[src/sv/rvcx_pkg.sv]
// ----------------------------------------------------------------------------
// RVC expander package
// Shared codes, the decoded-instruction record and the RV32I field packer.
// ----------------------------------------------------------------------------
package rvcx_pkg;

  localparam int unsigned HALF_W = 16;
  localparam int unsigned WORD_W = 32;

  // Base opcodes used by the expansions.
  localparam logic [6:0] OPC_LOAD   = 7'h03;
  localparam logic [6:0] OPC_OPIMM  = 7'h13;
  localparam logic [6:0] OPC_STORE  = 7'h23;
  localparam logic [6:0] OPC_OP     = 7'h33;
  localparam logic [6:0] OPC_LUI    = 7'h37;
  localparam logic [6:0] OPC_BRANCH = 7'h63;
  localparam logic [6:0] OPC_JALR   = 7'h67;
  localparam logic [6:0] OPC_JAL    = 7'h6F;

  localparam logic [WORD_W-1:0] WORD_EBREAK = 32'h0010_0073;

  // Instruction formats chosen by the decoder.
  localparam logic [2:0] FMT_I   = 3'd0;
  localparam logic [2:0] FMT_S   = 3'd1;
  localparam logic [2:0] FMT_B   = 3'd2;
  localparam logic [2:0] FMT_J   = 3'd3;
  localparam logic [2:0] FMT_U   = 3'd4;
  localparam logic [2:0] FMT_R   = 3'd5;
  localparam logic [2:0] FMT_SYS = 3'd6;

  typedef struct packed {
    logic              illegal;
    logic [2:0]        fmt;
    logic [6:0]        opcode;
    logic [6:0]        funct7;
    logic [2:0]        funct3;
    logic [4:0]        rd;
    logic [4:0]        rs1;
    logic [4:0]        rs2;
    logic [WORD_W-1:0] imm;   // sign-extended value; U format holds it pre-shifted
  } dec_t;

  // Packs a decoded record into the 32-bit encoding; zero when illegal.
  function automatic logic [WORD_W-1:0] encode(input dec_t d);
    logic [WORD_W-1:0] w;
    w = '0;
    case (d.fmt)
      FMT_I:   w = {d.imm[11:0], d.rs1, d.funct3, d.rd, d.opcode};
      FMT_S:   w = {d.imm[11:5], d.rs2, d.rs1, d.funct3, d.imm[4:0], d.opcode};
      FMT_B:   w = {d.imm[12], d.imm[10:5], d.rs2, d.rs1, d.funct3,
                    d.imm[4:1], d.imm[11], d.opcode};
      FMT_J:   w = {d.imm[20], d.imm[10:1], d.imm[11], d.imm[19:12], d.rd, d.opcode};
      FMT_U:   w = {d.imm[31:12], d.rd, d.opcode};
      FMT_R:   w = {d.funct7, d.rs2, d.rs1, d.funct3, d.rd, d.opcode};
      FMT_SYS: w = WORD_EBREAK;
      default: w = '0;
    endcase
    if (d.illegal) begin
      w = '0;
    end
    return w;
  endfunction

endpackage

[src/sv/rvc_instruction_expander.sv]
// ----------------------------------------------------------------------------
// RVC instruction expander
// Expands each 16-bit compressed parcel into its 32-bit RV32I encoding.
// ----------------------------------------------------------------------------
//
// Channel  Direction  Payload
// s_*      in         tdata[15:0] = half_word
// m_*      out        tdata[31:0] = expanded_word, tuser[0] = illegal
//
// Every parcel passes from its transfer in to its result being shown on
// m_tvalid through an input register, a register after decode, and the
// output register after the word is packed. A new parcel may be taken every
// cycle. Each stage holds its own valid bit and advances whenever the stage
// after it is empty or moving, so a stall on m_tready fills the empty
// stages first and loses nothing. Reset clears the valid bits only.
//
module rvc_instruction_expander
  import rvcx_pkg::*;
(
  input  logic              clk,
  input  logic              rst,
  input  logic              s_tvalid,
  output logic              s_tready,
  input  logic [HALF_W-1:0] s_tdata,   // [15:0] half_word
  output logic              m_tvalid,
  input  logic              m_tready,
  output logic [WORD_W-1:0] m_tdata,   // [31:0] expanded_word
  output logic              m_tuser    // [0] illegal
);

  logic              s1_valid;
  logic [HALF_W-1:0] s1_half;
  logic              s2_valid;
  dec_t              s2_dec;
  dec_t              dec_next;

  logic out_load;
  logic s2_load;
  logic s1_load;

  // A stage may load when it is empty or its contents move on this cycle.
  assign out_load = !m_tvalid || m_tready;
  assign s2_load  = !s2_valid || out_load;
  assign s1_load  = !s1_valid || s2_load;
  assign s_tready = s1_load;

  // Stage one: capture the parcel.
  always_ff @(posedge clk) begin
    if (rst) begin
      s1_valid <= 1'b0;
    end else if (s1_load) begin
      s1_valid <= s_tvalid;
    end
    if (s1_load && s_tvalid) begin
      s1_half <= s_tdata;
    end
  end

  rvcx_decode u_decode (
    .half_word (s1_half),
    .dec       (dec_next)
  );

  // Stage two: hold the decoded record.
  always_ff @(posedge clk) begin
    if (rst) begin
      s2_valid <= 1'b0;
    end else if (s2_load) begin
      s2_valid <= s1_valid;
    end
    if (s2_load && s1_valid) begin
      s2_dec <= dec_next;
    end
  end

  // Stage three: pack the fields into the final word.
  always_ff @(posedge clk) begin
    if (rst) begin
      m_tvalid <= 1'b0;
    end else if (out_load) begin
      m_tvalid <= s2_valid;
    end
    if (out_load && s2_valid) begin
      m_tdata <= encode(s2_dec);
      m_tuser <= s2_dec.illegal;
    end
  end

endmodule

[src/sv/rvcx_decode.sv]
// ----------------------------------------------------------------------------
// RVC parcel decoder
// Sorts a 16-bit parcel into format, registers and immediate, with legality.
// ----------------------------------------------------------------------------
module rvcx_decode
  import rvcx_pkg::*;
(
  input  logic [HALF_W-1:0] half_word,
  output dec_t              dec
);

  // Key of the register-register arithmetic group: funct6 and funct2.
  localparam logic [7:0] KEY_AND = 8'h8F;
  localparam logic [7:0] KEY_OR  = 8'h8E;
  localparam logic [7:0] KEY_XOR = 8'h8D;
  localparam logic [7:0] KEY_SUB = 8'h8C;

  logic [HALF_W-1:0] h;
  logic [2:0]        f3;
  logic [4:0]        rd;
  logic [4:0]        rs2;
  logic [4:0]        rdp;
  logic [4:0]        rs1p;
  logic [5:0]        raw6;
  logic [WORD_W-1:0] imm6;
  logic [11:0]       jimm;
  logic [8:0]        bimm;
  logic [9:0]        imm10;
  logic [7:0]        key;

  assign h    = half_word;
  assign f3   = h[15:13];
  assign rd   = h[11:7];
  assign rs2  = h[6:2];
  assign rdp  = {2'b01, h[4:2]};
  assign rs1p = {2'b01, h[9:7]};
  assign raw6 = {h[12], h[6:2]};
  assign imm6 = {{26{h[12]}}, raw6};
  assign jimm = {h[12], h[8], h[10:9], h[6], h[7], h[2], h[11], h[5:3], 1'b0};
  assign bimm = {h[12], h[6:5], h[2], h[11:10], h[4:3], 1'b0};
  assign imm10 = {h[12], h[4:3], h[5], h[2], h[6], 4'b0000};
  assign key  = {h[15:10], h[6:5]};

  always_comb begin
    dec         = '0;
    dec.fmt     = FMT_I;
    dec.opcode  = OPC_OPIMM;
    unique case (h[1:0])
      2'd0: begin
        dec.rd  = rdp;
        dec.rs1 = rs1p;
        case (f3)
          3'd0: begin
            dec.imm = {22'd0, h[10:7], h[12:11], h[5], h[6], 2'b00};
            dec.rs1 = 5'd2;
            dec.illegal = (h[12:5] == 8'd0);
          end
          3'd2: begin
            dec.imm    = {25'd0, h[5], h[12:10], h[6], 2'b00};
            dec.opcode = OPC_LOAD;
            dec.funct3 = 3'd2;
          end
          3'd6: begin
            dec.imm    = {25'd0, h[5], h[12:10], h[6], 2'b00};
            dec.fmt    = FMT_S;
            dec.opcode = OPC_STORE;
            dec.funct3 = 3'd2;
            dec.rs2    = rdp;
          end
          default: dec.illegal = 1'b1;
        endcase
      end
      2'd1: begin
        case (f3)
          3'd0: begin
            dec.imm = imm6;
            dec.rd  = rd;
            dec.rs1 = rd;
            dec.illegal = (rd != 5'd0) && (raw6 == 6'd0);
          end
          3'd1, 3'd5: begin
            dec.fmt    = FMT_J;
            dec.opcode = OPC_JAL;
            dec.imm    = {{20{jimm[11]}}, jimm};
            dec.rd     = (f3 == 3'd1) ? 5'd1 : 5'd0;
          end
          3'd2: begin
            dec.imm = imm6;
            dec.rd  = rd;
            dec.illegal = (rd == 5'd0);
          end
          3'd3: begin
            if (rd == 5'd2) begin
              dec.imm = {{22{imm10[9]}}, imm10};
              dec.rd  = 5'd2;
              dec.rs1 = 5'd2;
              dec.illegal = (imm10 == 10'd0);
            end else begin
              dec.fmt    = FMT_U;
              dec.opcode = OPC_LUI;
              dec.imm    = {imm6[19:0], 12'd0};
              dec.rd     = rd;
              dec.illegal = (rd == 5'd0) || (raw6 == 6'd0);
            end
          end
          3'd4: begin
            dec.rd  = rs1p;
            dec.rs1 = rs1p;
            case (h[11:10])
              2'd0: begin
                dec.imm    = {27'd0, h[6:2]};
                dec.funct3 = 3'd5;
                dec.illegal = h[12];
              end
              2'd1: begin
                dec.imm    = {20'd0, 7'b0100000, h[6:2]};
                dec.funct3 = 3'd5;
                dec.illegal = h[12];
              end
              2'd2: begin
                dec.imm    = imm6;
                dec.funct3 = 3'd7;
              end
              default: begin
                dec.fmt    = FMT_R;
                dec.opcode = OPC_OP;
                dec.rs2    = rdp;
                case (key)
                  KEY_AND: dec.funct3 = 3'd7;
                  KEY_OR:  dec.funct3 = 3'd6;
                  KEY_XOR: dec.funct3 = 3'd4;
                  KEY_SUB: dec.funct7 = 7'h20;
                  default: dec.illegal = 1'b1;
                endcase
              end
            endcase
          end
          default: begin
            dec.fmt    = FMT_B;
            dec.opcode = OPC_BRANCH;
            dec.imm    = {{23{bimm[8]}}, bimm};
            dec.rs1    = rs1p;
            dec.funct3 = {2'b00, f3[0]};
          end
        endcase
      end
      2'd2: begin
        dec.rd = rd;
        case (f3)
          3'd0: begin
            dec.imm    = {27'd0, rs2};
            dec.rs1    = rd;
            dec.funct3 = 3'd1;
            dec.illegal = (rd == 5'd0) || h[12];
          end
          3'd2: begin
            dec.imm    = {24'd0, h[3:2], h[12], h[6:4], 2'b00};
            dec.opcode = OPC_LOAD;
            dec.rs1    = 5'd2;
            dec.funct3 = 3'd2;
            dec.illegal = (rd == 5'd0);
          end
          3'd6: begin
            dec.imm    = {24'd0, h[8:7], h[12:9], 2'b00};
            dec.fmt    = FMT_S;
            dec.opcode = OPC_STORE;
            dec.rs1    = 5'd2;
            dec.rs2    = rs2;
            dec.funct3 = 3'd2;
          end
          3'd4: begin
            if (!h[12]) begin
              dec.illegal = (rd == 5'd0);
              if (rs2 != 5'd0) begin
                dec.fmt    = FMT_R;
                dec.opcode = OPC_OP;
                dec.rs2    = rs2;
              end else begin
                dec.opcode = OPC_JALR;
                dec.rs1    = rd;
                dec.rd     = 5'd0;
              end
            end else if (rs2 == 5'd0) begin
              if (rd == 5'd0) begin
                dec.fmt = FMT_SYS;
              end else begin
                dec.opcode = OPC_JALR;
                dec.rs1    = rd;
                dec.rd     = 5'd1;
              end
            end else begin
              dec.fmt    = FMT_R;
              dec.opcode = OPC_OP;
              dec.rs1    = rd;
              dec.rs2    = rs2;
            end
          end
          default: dec.illegal = 1'b1;
        endcase
      end
      default: dec.illegal = 1'b1;
    endcase
  end

endmodule
[config.mk]
export PLATFORM = sky130hd
export DESIGN_NAME = rvc_instruction_expander
export DESIGN_NICKNAME = d
export VERILOG_FILES = /design/src/sv/rvcx_pkg.sv /design/src/sv/rvc_instruction_expander.sv /design/src/sv/rvcx_decode.sv
export SDC_FILE = /design/constraint.sdc
export NUM_CORES = 1
export LEC_CHECK = 0
export BUFFER_PORTS_ARGS = -buffer_cell sky130_fd_sc_hd__buf_4
export CORE_MARGIN = 2
export CORE_UTILIZATION = 35
export DETAILED_ROUTE_END_ITERATION = 10
export GPL_TIMING_DRIVEN = 0
export SETUP_SLACK_MARGIN = 0.02
export SLEW_MARGIN = 40
export SYNTH_ARGS = -nofsm -noshare
export SYNTH_HDL_FRONTEND = slang
export SYNTH_SLANG_ARGS = --single-unit
export TNS_END_PERCENT = 30
[constraint.sdc]
create_clock -name clk -period 4.9 [get_ports clk]
set_clock_uncertainty 0.1 [all_clocks]
set_input_delay 0.98 -clock clk [delete_from_list [all_inputs] [get_ports clk]]
set_output_delay 0.98 -clock clk [all_outputs]
set_load 0.05 [all_outputs]
Yosys cells after proc, flatten, opt, wreduce, memory -nomap -nowiden
Index checks and enable logic that the tools add are counted.
{"block": "totals", "ff_bits": 120, "inputBits": 20, "elab_cells": 124}
{"block": "classes", "n_eq_ne": 21, "n_mux": 54, "n_bitwise": 2, "n_reduce_logical": 32}
{"op": "$pmux 32 s7", "count": 1}
{"op": "$pmux 50 s3", "count": 1}
{"op": "$pmux 32 s4", "count": 1}
{"op": "$pmux 32 s3", "count": 1}
{"op": "$mux 10", "count": 5}
{"op": "$pmux 10 s4", "count": 1}
{"op": "$mux 5", "count": 7}
{"op": "$mux 17", "count": 2}
{"op": "$eq 8x8->1 const B", "count": 4}
{"op": "$pmux 10 s3", "count": 1}
{"op": "$pmux 5 s3", "count": 2}
{"op": "$pmux 8 s3", "count": 1}
{"op": "$pmux 7 s3", "count": 1}
{"op": "$pmux 10 s2", "count": 1}
{"op": "$pmux 5 s4", "count": 1}
{"op": "$eq 3x3->1 const B", "count": 6}
{"op": "$pmux 3 s2", "count": 3}
{"op": "$mux 15", "count": 1}
{"op": "$mux 7", "count": 2}
{"op": "$eq 3x2->1 const B", "count": 4}
{"op": "$mux 4", "count": 3}
{"op": "$pmux 6 s2", "count": 1}
{"op": "$logic_not 10->1", "count": 1}
{"op": "$logic_not 5->1", "count": 2}
{"op": "27 further kinds", "count": 56}

Depth between registers and ports, before layout
Gate-level depths: netlist of the first run.
{"block": "depth", "word_depth": 6, "depth_mapped": 7}

Hierarchy
Synthesis of the first run repeated with hierarchy kept, for this count alone.
{"block": "unflattened", "cells_unflattened": 578, "hier_area_um2": 6367.4}
{"module": "rvc_instruction_expander", "instances": 1, "cells_per_inst": 315, "area_each_um2": 4810.9}
{"module": "rvcx_decode", "instances": 1, "cells_per_inst": 263, "area_each_um2": 1556.5}

Worst setup path before layout of the first run
Ideal clock, no wire load.
{"block": "synth_path", "path_kind": "input to register", "from": "input port m_tready", "to": "register s2_dec[0] (netlist name), enable pin", "arrival_ns": 4.448, "t_required_ns": 4.280, "setup_slack_ns": -0.168, "stages": 2, "path_cell_list": "nor2b_1 > a21boi_0"}
{"block": "synth_between", "elab_chain_len": 3}
{"item": "start: declaration", "line": "rvc_instruction_expander.sv:26", "text": "input logic m_tready,"}
{"item": "$logic_or 1x1->1", "line": "rvc_instruction_expander.sv:42", "text": "assign out_load = !m_tvalid || m_tready;"}
{"item": "$logic_or 1x1->1", "line": "rvc_instruction_expander.sv:43", "text": "assign s2_load = !s2_valid || out_load;"}
{"item": "$logic_and 1x1->1", "line": "rvc_instruction_expander.sv:71", "text": "if (s2_load && s1_valid) begin"}
{"item": "end signal: assignment", "line": "rvc_instruction_expander.sv:72", "text": "s2_dec <= dec_next;"}
{"item": "end: declaration", "line": "rvc_instruction_expander.sv:34", "text": "dec_t s2_dec;"}
No other way between the ends.
A chain may end at the register's enable or synchronous reset.

Worst setup path after layout of the first run
{"block": "layout_path", "from": "input port m_tready", "to": "output port s_tready"}
{"block": "layout_between", "elab_chain_len": 3}
{"item": "$logic_or 1x1->1", "line": "rvc_instruction_expander.sv:42"}
{"item": "$logic_or 1x1->1", "line": "rvc_instruction_expander.sv:43"}
{"item": "$logic_or 1x1->1", "line": "rvc_instruction_expander.sv:44", "text": "assign s1_load = !s1_valid || s2_load;"}
{"item": "end: declaration", "line": "rvc_instruction_expander.sv:23", "text": "output logic s_tready,"}
No other way between the ends.

==> qor.yml, run 1 <==
status: "complete, no violations"
start_util: 0.362
drv_cap: 0
synth-seq-cells: 97
ant_nets: 0
post-route-util: 0.434
setup_violations: 0
synth_nets: 512
die_h_um: 124
worst_hold_slack_ps: 417
yosys-top-cells-area: "edfxtp_1 56%, a21oi_1 5.4%, nor2_1 4.1%"
multiInputGateArea_um2: 2000
synthSimpleGateAreaFrac: 0.157
antenna_found_initial: 0
cts_root_buffer: "clkbuf_16"
clkTransAtPathRegs_ps: 60
crit_arrival_ps: 2110
tritoncts: "built"
core-area_um2: 14000
fill_cells: 1355
worstMarginPinSlew_ps: 790
grt.met2_usage: 0.318
htreeDepth: 3
required_ps: 3820
synth_area_um2: 5060
grt-ovfl-total: 0
yosys.area.top_type: "edfxtp_1"
ys_seq_area_frac: 0.570
drc: 0
synth_xor_area_frac: 0
synth.distinct_cells: 60
cp_slowest_stage_delay_ps: 590
synth-main-ff-cell: "edfxtp_1"
rows: 43
post_cts_buffers: 0
cts_resized: 0
drt-initial-drc-count: 513
gr-usage-met1: 0.277
seqCellArea_um2: 2880
layout-drive-gt1-share: 0.181
period_needed_ps: 3190
synth_compound_area_frac: 0.214
viasPerCell: 5.72
synthCells: 492
grt_busiest_layer: "met2"
path_common_cell: "buf_4"
min_path_type: "flip-flop to flip-flop"
num_antenna_cells: 0
stdcell_area_um2: 6070
nets: 580
fmax_mhz: 314
die_width_um: 124
async_reset_ff_frac: 0
rsz0062_at_grt: "no"
yosys_warnings: 0
slew_headroom: 0.472
met3_usage: 0.0465
p_leak_uw: 0.00212
cts_buffers: 9
grt_pass1_vias: 4180
critPathLaunchType: "input pin"
tns_ps: 0
slew_violations: 0
synthMuxAreaShare: 0.0171
synth_edf_count: 94
synthAdderAreaFrac: 0
die_area_um2: 15400
clock_latency_ps: 350
wl_mm: 15.3
synth_top_area_frac: 0.558
slowest_stage: "nor2b_1"
critPathKind: "input pin to primary output"
vdd_drop_max_uv: 153
dr.pass1.iters: 5
syn_area_per_cell_um2: 10.3
numClockSinks: 97
p_per_area_nw_per_um2: 345
placed_cell_area_um2: 5770
clockBufferDepth: 2
fin_ws_ps: 1710
final_cell_mix: "94 x edfxtp_1, 55 x nor2_1, 55 x a21oi_1, 55 x buf_4, 44 x nand2_1"
vias: 4259
wire_per_inst_um: 20.5
gp_congestion: 0.948
grt_pass1_wl_mm: 24.4
final_common_cell: "edfxtp_1"
synth_top_family_by_area: "compound AO/OA/AOI/OAI gates"
cts-hold-fix-buffers: 0
path_max_fanout: 6
grt_max_degree: 25
pre_cts_ws_ps: 1740
dp_hpwl_mm: 11.3
crit_chain: "buf_4, nor2b_1, nand3_1, buf_4"
critPathCaptureType: "primary output"
io_buffers: 54
post-route-period-util: 0.651
syn_to_final_growth_pct: 19.9
ioPinCount: 55
hold_violations: 0
track_usage: 0.206
[worst paths after layout]
path	startpoint	depth (start not counted)	slack, ps	endpoint
setup / recovery	m_tready	4	1710	s_tready
hold / removal	s2_dec[60]$_DFFE_PP_	1	420	m_tdata[3]$_SDFFCE_PP0P_
setup reg to reg	s1_half[14]$_DFFE_PP_	6	2420	s2_dec[6]$_DFFE_PP_
hold reg to reg	s2_dec[60]$_DFFE_PP_	1	420	m_tdata[3]$_SDFFCE_PP0P_
[Yosys cell counts (2+ instances only)]
library cell / count
a211oi_1: 7
a21boi_0: 3
a21o_1: 6
a21oi_1: 55
a221oi_1: 2
a22o_1: 2
a22oi_1: 16
a31o_1: 2
a31oi_1: 6
and2_1: 8
and3_1: 3
buf_1: 4
buf_2: 8
clkbuf_1: 22
dfxtp_1: 3
edfxtp_1: 94
inv_1: 12
inv_2: 3
mux2_2: 5
mux2i_1: 3
nand2_1: 44
nand2b_1: 4
nand3_1: 13
nor2_1: 55
nor2b_1: 15
nor3_1: 13
o211ai_1: 4
o21a_1: 3
o21ai_0: 27
o21ai_1: 9
o221ai_1: 2
o22a_1: 5
o22ai_1: 3
o31ai_1: 2
o32ai_1: 2
or2_1: 2
or3_1: 2
[metal layers]
layer	vias up	wire, um
li1	1982	-
met1	1993	6530
met2	233	7040
met3	51	1120
met4	0	607
met5	-	0
[state kept, by name, summed over array words and instances, names as in the netlist]
name and cells:
m_tdata 31, s1_valid 1, s2_valid 1, m_tvalid 1, s1_half 16, s2_dec 46, m_tuser 1
[logic make-up (layout without fill, tap and decap cells)]
logic type      Yosys count  after routing
compound gates          168            168
buf+inv                  51            124
flops                    97             97
mux                       8              8
simple gates            168            168
[final cells by class]
type | count | share of cell area
flip-flops and latches | 97 | 0.475
clock buffers | 10 | 0.0377
repair buffers | 57 | 0.0742
inverters | 15 | 0.00928
clock inverters | 6 | 0.0107
multi-input cells | 344 | 0.330
well taps | 180 | 0.0371
plain buffers | 36 | 0.0258
[power by group]
| group | switching [uW] | total (uW) | internal, uW |
|---|---|---|---|
| registers | 39.8 | 1010 | 972 |
| logic | 251 | 372 | 121 |
| clock network | 311 | 709 | 398 |
| total | 602 | 2090 | 1490 |
[worst max-delay path, delay by kind of cell]
kind	cells	cell delay [ps]
buffers and inverters	2	340
and+or+nand+nor	2	790
[per-stage QoR]
step | instances | total power [uW]
after floorplan | 492 | 1260
after global placement | 726 | 1390
after detailed placement | 729 | 1390
after CTS | 745 | 2100
after global routing | 745 | 2180
final | 745 | 2090
No activity file was read; power rests on OpenSTA's default activity.
==> inputs of run 2 (changes only) <==
clock period = 3.25 ns   (was 4.9 ns; I/O delays follow)
==> qor.yml, run 2 (synthesized netlist as in run 1, its figures left out) <==
grt_pass1_wl_mm: 23.3
start_util: 0.362
largest-register: "s2_dec"
min_path_type: "input pin to flip-flop"
tns_ps: 0
met3_usage: 0.0495
core-area_um2: 14000
worstMarginPinSlew_ps: 716
cp_slowest_stage_delay_ps: 560
period_needed_ps: 2500
setup.worst_path.end: "s_tready"
post_cts_buffers: 0
p_leak_uw: 0.00211
gr-usage-met1: 0.253
die_area_um2: 15400
wire_per_inst_um: 19.9
slew_violations: 0
critPathCaptureType: "primary output"
gp_congestion: 0.972
antenna_found_initial: 0
setup_violations: 0
nets: 580
worstRegToRegCells: 6
cts_resized: 0
cts_buffers: 9
post-route-period-util: 0.770
reg2reg_to: "s2_dec[38]$_DFFE_PP_"
layout-drive-gt1-share: 0.179
htreeDepth: 3
dp_hpwl_mm: 10.8
clockBufferDepth: 2
path_common_cell: "buf_4"
viasPerCell: 5.65
dr.pass1.iters: 5
vdd_drop_max_uv: 230
r2r_setup_slack_ps: 770
final_cell_mix: "94 x edfxtp_1, 55 x nor2_1, 55 x a21oi_1, 55 x buf_4, 44 x nand2_1"
clock_latency_ps: 340
ioPinCount: 55
critPathKind: "input pin to primary output"
crit_arrival_ps: 1750
grt_max_degree: 24
hold_depth: 2
critPathTopFamily: "simple AND/OR/NAND/NOR gates"
die_h_um: 124
critPathLaunch: "m_tready"
required_ps: 2500
drv_cap: 0
slowest_stage: "nor2b_1"
track_usage: 0.194
hold_violations: 0
num_antenna_cells: 0
p_per_area_nw_per_um2: 505
grt_pass1_vias: 4052
rsz0062_at_grt: "no"
critPathLaunchType: "input pin"
fin_ws_ps: 748
fmax_mhz: 400
grt_busiest_layer: "met2"
reg_top3: "s2_dec x46, m_tdata x31, s1_half x16"
final_common_cell: "edfxtp_1"
tritoncts: "built"
cts_root_buffer: "clkbuf_16"
syn_to_final_growth_pct: 19.5
drc: 0
numClockSinks: 97
pre_cts_ws_ps: 747
wl_mm: 14.8
die_width_um: 124
drt-initial-drc-count: 525
rows: 43
cp.depth: 4
status: "complete, no violations"
largest_reg_flops: 46
path_max_fanout: 6
io_buffers: 54
grt.met2_usage: 0.292
clkTransAtPathRegs_ps: 70
reg2reg_from: "s1_half[1]$_DFFE_PP_"
crit_chain: "buf_4, nor2b_1, nand3_1, buf_4"
cp.buffers_inverters: 2
post-route-util: 0.432
ant_nets: 0
vias: 4209
slew_headroom: 0.522
grt-ovfl-total: 0
cts-hold-fix-buffers: 0
[run 2: area by class of cell]
cell class	count	area, um2
Timing Repair Buffer	57	450
Tap cell	180	225
Clock inverter	7	46.3
Sequential cell	97	2880
Fill cell	1340	7940
Inverter	15	56.3
Clock buffer	9	225
Multi-Input combinational cell	344	2000
Buffer	36	156
[run 2: worst min path at each step]
stage,slack [ps],to,startpoint
2_1_floorplan,370,s2_valid$_SDFFE_PP0P_,s1_valid$_SDFFE_PP0N_
3_3_place_gp,400,s2_valid$_SDFFE_PP0P_,s1_valid$_SDFFE_PP0N_
3_5_place_dp,410,m_tdata[3]$_SDFFCE_PP0P_,s2_dec[60]$_DFFE_PP_
4_1_cts,370,s1_half[12]$_DFFE_PP_,s_tdata[12]
5_1_grt,370,s1_half[1]$_DFFE_PP_,s_tdata[1]
6_report,380,m_tvalid$_SDFFE_PP0P_,rst
[run 2: power breakdown]
part           switching [uW]  internal, uW  leakage, uW  total [uW]
Combinational             375           183      0.00112         558
Sequential               57.4          1470     0.000861        1520
Clock                     457           518     0.000132         974
[run 2: stage by stage]
stage / std cells / total power, uW / hold slack [ps] / area, um2
after floorplan: 492 / 1900 / 375 / 5060
after global placement: 726 / 2090 / 396 / 5690
after detailed placement: 729 / 2090 / 407 / 5770
after CTS: 745 / 3060 / 369 / 6040
after global routing: 745 / 3170 / 368 / 6040
final: 745 / 3060 / 380 / 6040
[run 2: routing by layer]
metal / routed length, um / vias up
li1: - / 1971
met1: 6240 / 1944
met2: 6530 / 244
met3: 1170 / 50
met4: 867 / 0
met5: 0 / -
[run 2: worst register-to-register path, stage by stage (launching register included)]
cell	delay, ps
edfxtp_1	320
clkbuf_1	440
buf_2	370
clkbuf_1	430
a41oi_1	130
o21ai_0	200
o21ai_0	190
==> inputs of run 3 (changes only) <==
clock period = 2.35 ns   (was 3.25 ns; I/O delays follow)
==> qor.yml, run 3 (synthesized netlist as in run 1, its figures left out) <==
status: "complete, no violations"
slew_headroom: 0.538
clockBufferDepth: 2
syn_to_final_growth_pct: 20.2
hold_depth: 2
combPwrFrac: 0.178
power.switching_uw: 1230
fin_ws_ps: 20.0
post_cts_buffers: 0
grt_max_degree: 33
met3_length_mm: 1.03
final_common_cell: "edfxtp_1"
pre_cts_ws_ps: 31.0
worstMarginPinSlew_ps: 693
largest-register: "s2_dec"
post-route-util: 0.435
tritoncts: "built"
drv_cap: 0
final_cell_mix: "94 x edfxtp_1, 55 x a21oi_1, 55 x buf_4"
required_ps: 2340
reg2reg_from: "s1_half[15]$_DFFE_PP_"
fill_cells: 1325
rsz0062_at_grt: "yes"
setup_violations: 0
htreeDepth: 3
seqPwrFrac: 0.486
reg2reg_to: "s2_dec[6]$_DFFE_PP_"
clock_power_share: 0.335
die_area_um2: 15400
clkTransAtPathRegs_ps: 60
dpl.cell_count: 728
die_h_um: 124
power_switching_share: 0.283
vdd_drop_max_uv: 257
wire_per_inst_um: 19.8
whs_endpoint: "s1_valid$_SDFFE_PP0N_"
cts_root_buffer: "clkbuf_16"
wl_mm: 14.8
p_per_area_nw_per_um2: 712
path_common_cell: "clkbuf_1"
ioPinCount: 55
num_antenna_cells: 0
worstRegToRegCells: 5
slew_violations: 0
fmax_mhz: 429
wl_met2_mm: 6.88
cts_buffers: 9
drt-met1-wl_mm: 6.29
hold_violations: 0
critPathTopFamily: "buffers and inverters"
post-route-period-util: 0.991
nets: 580
drt-initial-drc-count: 408
crit_chain: "clkbuf_1, clkbuf_1, a31oi_1, o32a_1, o21ai_0"
io_buffers: 54
dp_hpwl_mm: 10.9
p_leak_uw: 0.00213
gp_congestion: 0.935
slowest_stage: "clkbuf_1"
critPathLaunchType: "flip-flop"
dr.pass1.iters: 7
top_layer: "met4"
cp.buffers_inverters: 2
drc: 0
largest_reg_flops: 46
p_int_uw: 3110
vias: 4118
cts-hold-fix-buffers: 0
crit_arrival_ps: 2320
min_path_type: "input pin to flip-flop"
clock_latency_ps: 350
start_util: 0.362
grt-ovfl-total: 0
critPathKind: "flip-flop to flip-flop"
core-area_um2: 14000
hold_start: "rst"
cp_slowest_stage_delay_ps: 520
reg_top3: "s2_dec x46, m_tdata x31, s1_half x16"
viasPerCell: 5.53
rows: 43
final_cells: 744
period_needed_ps: 2330
grt_pass1_wl_mm: 23.0
antenna_found_initial: 0
ant_nets: 0
numClockSinks: 97
critPathCaptureType: "flip-flop"
track_usage: 0.193
total_power_uw: 4330
path_max_fanout: 10
layout-drive-gt1-share: 0.190
grt_pass1_vias: 4014
r2r_setup_slack_ps: 20
die_width_um: 124
-- run 3: timing repair --
| action | CTS | global route |
|---|---|---|
| resized for setup | 1 | 7 |
| endpoints found under the setup margin | 1 | 12 |
| cloned | 0 | 0 |
-- run 3: final cells by class --
class | count | area, um2 | area share
Sequential cell | 97 | 2880 | 0.474
Multi-Input combinational cell | 344 | 2020 | 0.333
Timing Repair Buffer | 57 | 450 | 0.0741
Clock buffer | 11 | 233 | 0.0383
Tap cell | 180 | 225 | 0.0370
Buffer | 36 | 159 | 0.0261
Inverter | 15 | 56.3 | 0.00926
Clock inverter | 4 | 52.6 | 0.00864
-- run 3: power by group through the flow --
| stage | registers, uW | logic, uW | clock network, uW |
|---|---|---|---|
| floorplan | 2190 | 437 | 0 |
| global placement | 2140 | 750 | 0 |
| detailed placement | 2140 | 748 | 0 |
| CTS | 2100 | 753 | 1480 |
| global route | 2120 | 833 | 1560 |
| finish | 2110 | 773 | 1450 |
-- run 3: metrics by stage --
step	TNS [ps]	cell area (um2)	hold slack, ps
finish	0	6080	189
global placement	-3280	5700	405
global route	-11.7	6080	180
CTS	0	6050	180
floorplan	0	5070	384
detailed placement	0	5760	422
-- run 3: how the worst max path moves through the flow --
| stage | startpoint | to | depth (start not counted) |
|---|---|---|---|
| after floorplan | m_tvalid$_SDFFE_PP0P_ | s1_half[0]$_DFFE_PP_ | 2 |
| after global placement | s1_half[8]$_DFFE_PP_ | s2_dec[62]$_DFFE_PP_ | 5 |
| after detailed placement | s1_half[0]$_DFFE_PP_ | s2_dec[9]$_DFFE_PP_ | 6 |
| after CTS | s1_half[12]$_DFFE_PP_ | s2_dec[9]$_DFFE_PP_ | 5 |
| after global routing | s1_half[1]$_DFFE_PP_ | s2_dec[38]$_DFFE_PP_ | 6 |
| final | s1_half[15]$_DFFE_PP_ | s2_dec[6]$_DFFE_PP_ | 5 |
-- run 3: per-layer routing --
metal / vias to the layer above / track usage
li1: 1969 / -
met1: 1901 / 0.248
met2: 210 / 0.301
met3: 38 / 0.0456
met4: 0 / 0.104
met5: - / 0
